### src/cshn_div_pipe.sv
// ============================================================================
// Pipelined restoring divider
// One quotient bit per stage, most significant first. The numerator must be
// below the divisor shifted left by the quotient width.
// ============================================================================
`timescale 1ns / 1ps
`default_nettype none

module cshn_div_pipe #(
   parameter int NW = 26,
   parameter int DW = 11,
   parameter int QW = 15
) (
   input  wire logic          clock,
   input  wire logic [QW-1:0] stage_en,
   input  wire logic [NW-1:0] num,
   input  wire logic [DW-1:0] den,
   output logic      [QW-1:0] quo
);

   localparam int CW = DW + QW;

   logic [CW-1:0] rem_ff [QW];
   logic [DW-1:0] den_ff [QW];
   logic [QW-1:0] quo_ff [QW];

   generate
      for (genvar k = 0; k < QW; k++) begin : g_stage
         logic [CW-1:0] rem_prev;
         logic [QW-1:0] quo_prev;
         logic [DW-1:0] den_in;
         logic [CW-1:0] rem_in;
         logic [QW-1:0] quo_in;
         logic [CW-1:0] shifted;
         logic [CW:0]   trial;

         if (k == 0) begin : g_first
            assign rem_prev = CW'(num);
            assign den_in   = den;
            assign quo_prev = '0;
         end else begin : g_next
            assign rem_prev = rem_ff[k-1];
            assign den_in   = den_ff[k-1];
            assign quo_prev = quo_ff[k-1];
         end

         always_comb begin
            shifted = CW'(den_in) << (QW - 1 - k);
            trial   = {1'b0, rem_prev} - {1'b0, shifted};
            if (trial[CW]) begin
               rem_in = rem_prev;
               quo_in = {quo_prev[QW-2:0], 1'b0};
            end else begin
               rem_in = trial[CW-1:0];
               quo_in = {quo_prev[QW-2:0], 1'b1};
            end
         end

         always_ff @(posedge clock) begin
            if (stage_en[k]) begin
               rem_ff[k] <= rem_in;
               den_ff[k] <= den_in;
               quo_ff[k] <= quo_in;
            end
         end
      end
   endgenerate

   assign quo = quo_ff[QW-1];

endmodule

`default_nettype wire

### config.mk
export PLATFORM = sky130hd
export DESIGN_NAME = cshn_div_pipe
export DESIGN_NICKNAME = d
export VERILOG_FILES = /design/src/cshn_div_pipe.sv
export SDC_FILE = /design/constraint.sdc
export NUM_CORES = 1
export LEC_CHECK = 0
export ABC_AREA = 0
export BUFFER_PORTS_ARGS = -buffer_cell sky130_fd_sc_hd__buf_2
export CAP_MARGIN = 20
export CORE_ASPECT_RATIO = 0.5
export CORE_UTILIZATION = 40
export DETAILED_ROUTE_END_ITERATION = 10
export GPL_TIMING_DRIVEN = 0
export SLEW_MARGIN = 20
export SYNTH_ARGS = -nofsm -noshare
export SYNTH_HDL_FRONTEND = slang
export SYNTH_SLANG_ARGS = --single-unit
export TNS_END_PERCENT = 5
### constraint.sdc
create_clock -name clock -period 4.1 [get_ports clock]
set_clock_uncertainty 0.15 [all_clocks]
set_input_delay 0.615 -clock clock [delete_from_list [all_inputs] [get_ports clock]]
set_output_delay 0.615 -clock clock [all_outputs]
set_load 0.01 [all_outputs]
Word level (Yosys, flattened, before mapping). Memory sizes are Yosys's and may differ from the RTL's. Cells that the tools add are included.

Register bits after elaboration: 0. Memory bits (writable): 780. Bits of input ports: 53. Output and inout port bits: 15. Logic and storage cells: 78. Memories kept: 3.

Add/subtract/negate cells: 15. Muxes and demuxes: 60.

Memory list: rem_ff (depth 15, width 26, rd ports 14, clocked after memory_dff 0, write ports 15, RTL line 23) `logic [CW-1:0] rem_ff [QW];`; quo_ff (depth 15, width 15, rd ports 15, clocked after memory_dff 0, write ports 15, RTL line 25) `logic [QW-1:0] quo_ff [QW];`; den_ff (depth 15, width 11, rd ports 14, clocked after memory_dff 0, write ports 15, RTL line 24) `logic [DW-1:0] den_ff [QW];`.

Operators by type and width (number): $mux 26 (15); $mux 1 (45); $sub 26x11->27 (1); $sub 26x12->27 (1); $sub 26x13->27 (1); $sub 26x14->27 (1); $sub 26x15->27 (1); $sub 26x16->27 (1); $sub 26x17->27 (1); $sub 26x18->27 (1); $sub 26x19->27 (1); $sub 26x20->27 (1); $sub 26x21->27 (1); $sub 26x22->27 (1); $sub 26x23->27 (1); $sub 26x24->27 (1); $sub 26x25->27 (1).

Longest topological paths before layout. An unclocked memory read counts as a cell.

Word-level depth: 3. Gate-level depth with buffers: 12. Mapped depth without buffers: 11.

Worst setup path after synthesis. OpenSTA, ideal clock, no wires.

Path type: register -> register. Start point: memory rem_ff[1][55] (netlist name). End point: memory rem_ff[1][103] (netlist name) (data pin). Setup time: 0.271 ns. Data arrival time: 2.576 ns. Data required time: 3.679 ns. Path slack: 1.103 ns. Stages on the path, launching flop included: 12. Buffers on the path: 0. Clock period less this slack: 2.997 ns. Path through: edfxtp_1 inv_1 ha_1 inv_1 fa_1 a211oi_1 o21bai_1 o221a_1 a311o_1 a211o_1 nor4_1 xor2_1.

RTL lines (RTL line): start, declared (23).

==> run metrics <==
Tightest Pin Transition=roughly 1.0 ns; Async SR Flop Fraction=0%; GR Util All Layers=roughly an eighth; RSZ-0062 raised after global routing=no; WL/cell=between 10 and 15 um; Hold Path Class=in -> reg; Commonest cells post-synth=edfxtp_1, inv_1, nor2_1; synth warn=0; Worst setup SP type=primary input; Buffers on Ports=67; fill cell count=around 6.8k; pwr dens=591.0 nW/um^2; Initial Util=about 41%; most common cell in the synthesized netlist=edfxtp_1; first-pass GRT wire length=~84,000 um; Final Cell Area=approximately 34,000 um^2; max frequency=294.7 MHz; setup repair bufs after CTS=0; final setup vio count=0; pin count of the biggest net entering global routing=52; drt via density=a little under 5; CTS Root Cell=clkbuf_16; RR Endpoint=rem_ff[1][112]; Setup TNS=0 ns; Synth area leader=edfxtp_1; ANT cells=0; Via Count=about 18k; initial DRC count=~680; row cnt=71; Worst Hold Path Cells=1; status=finished clean; crit end category=register; GPL Wtd Cong=0.8664; Antenna Nets Post-Route=0; Final Net Count=between 2k and 3k; chip width=slightly below 400 um; Slew Limit Fails=0; Placed Cells=3,474; worst hold path startpoint=num[5]; Worst-Skew Late Latency=between 0.6 and 0.7 ns; FF-to-FF path depth=12; layout cells sized above 1=approximately 8.7%; sequential element share of the synthesized area=between 60% and 70%; Leak=12.88 nW; net count after synthesis=between 2k and 3k; final hold vios=0; minimum clock period=approximately 3.4 ns; gr ovfl total=0; Die Y=just under 200 um; CP required=between 4 and 5 ns; Clock Pin Slew Worst Setup and Hold Paths=0.06 ns; max_cap viols=0; core area=roughly 75,000 um^2; # DRC=0; largest cells by area after synthesis=edfxtp_1, ha_1, xnor2_1; share of the synthesized area in the top cell type=between 60% and 70%; Peak supply drop=0.3155 mV; synthesized area per cell=around 13 um^2; IO Count=68; synthesized instance count=roughly 2.4k; Tcrit/Tclk final=slightly above 80%; RR Startpoint=rem_ff[1][80]; placed cell area=32,240 um^2; Post-synth EDFFs=between 600 and 700; Sink Count=~640; worst setup margin=just over 0.7 ns; routed wire length=between 40,000 and 50,000 um; drt first pass iters=5; total power=around 20 mW; count of cell types in the netlist=just over 90; hold slack final=just over 0.04 ns; CTS max path bufs=3; Die ar.=slightly below 80,000 um^2; kind of critical path=in -> reg; register bit total from synthesis=approximately 640; flop2flop setup slack=just over 0.7 ns; Util after Layout=approximately 46%; clock buffer count from CTS=58; Worst slew margin=a little under a third; Reg area=roughly 19,000 um^2; Synth-to-Final Area Change=12.43%; crit path max fanout=10; vias in the first global route=17.79k; CTS tree=built; Multi-input gate area=10,490 um^2; commonest register cell after synthesis=edfxtp_1; Setup WS pre-CTS=roughly 0.56 ns; Mapped Area=30,630 um^2; antenna violations before repair=0; DP HPWL=37,110 um; CP arrival=roughly 3.6 ns; Cell Count, Final, Fillers Out=between 3k and 4k; Clock H-tree levels=2; Worst Hold Path EP=rem_ff[0][5]
## how the worst max path moves through the flow
stage                             start        endpoint  cells after the start
final                            den[0]   rem_ff[0][23]                     12
after global routing      rem_ff[1][80]  rem_ff[1][112]                     12
after CTS                 rem_ff[1][80]  rem_ff[1][112]                     12
after detailed placement        num[14]   rem_ff[0][23]                     12
after global placement          num[14]   rem_ff[0][23]                     12
after floorplan           rem_ff[1][55]  rem_ff[1][103]                     11
## per-layer routing
| layer | vias up | part of all wire [%] | GRT usage [%] |
|---|---|---|---|
| li1 | 9118 | - | - |
| met1 | 8234 | 44 | 14.97 |
| met2 | 264 | 50 | 24.05 |
| met3 | 96 | 3.6 | 2.417 |
| met4 | 0 | 2.8 | 4.644 |
| met5 | - | 0 | 0 |
## cell usage in the layout (no fill, tap or decap), drive strengths merged, types with 7 or more instances in the layout
cell type | netlist | final
a211o | 7 | 7
a211oi | 20 | 20
a21boi | 7 | 7
a21o | 27 | 27
a21oi | 144 | 144
a31oi | 10 | 10
buf | 13 | 80
bufinv | 0 | 12
clkbuf | 19 | 85
clkinv | 0 | 26
dlygate4sd3 | 0 | 16
edfxtp | 638 | 638
fa | 14 | 14
ha | 164 | 164
inv | 223 | 225
mux2 | 42 | 42
nand2 | 126 | 126
nand2b | 40 | 40
nand3 | 39 | 39
nand3b | 11 | 11
nand4 | 12 | 12
nand4b | 9 | 9
nor2 | 181 | 181
nor2b | 27 | 27
nor3 | 66 | 66
nor3b | 9 | 9
nor4 | 25 | 25
o211ai | 14 | 14
o21a | 45 | 45
o21ai | 141 | 141
o31a | 11 | 11
o31ai | 25 | 25
o41ai | 7 | 7
or3 | 11 | 11
or4 | 9 | 9
xnor2 | 94 | 94
xor2 | 68 | 68
## critical path, stage by stage
cell	delay (ns)
dlygate4sd3_1	0.52
buf_2	0.13
ha_1	0.20
fa_1	0.41
nor2b_1	0.18
o31ai_1	0.10
a21oi_1	0.19
o21a_1	0.21
nor2_1	0.06
o21ai_1	0.29
buf_2	0.33
mux2_2	0.37
## cell families (layout without fill, tap and decap cells)
family,after synthesis,after routing,synth area share [%]
compound gates,510,510,10.59
xor+xnor,162,162,4.633
fa+ha+maj,178,178,7.615
buf+inv,255,448,3.203
flops,638,638,62.55
mux,48,48,1.765
simple gates,594,594,9.637
## flip-flops by register name, indices dropped and copies added, names as in the netlist
| register | cells |
|---|---|
| rem_ff | 364 |
| den_ff | 154 |
| quo_ff | 120 |
## what timing repair did
action | 4_1_cts | 5_1_grt
hold endpoints to repair | 16 | 0
hold buffers | 16 | 0
gates resized for setup | 0 | 0
## layout make-up
cell class / instances / area share (%)
Tap cell: 1022 / 3.714
Inverter: 223 / 2.431
Buffer: 32 / 0.4179
Timing Repair Buffer: 83 / 1.468
Clock buffer: 66 / 4.302
Sequential cell: 638 / 55.64
Multi-Input combinational cell: 1492 / 30.46
Clock inverter: 44 / 1.570
## power by group
group	leakage [nW]	internal [mW]	switching (mW)	total [mW]
clock	0.992	3.36	2.35	5.71
sequential	6.12	8.69	0.678	9.37
combinational	5.76	2.40	2.87	5.27
Note: power is estimated with default switching activity, not from simulation.
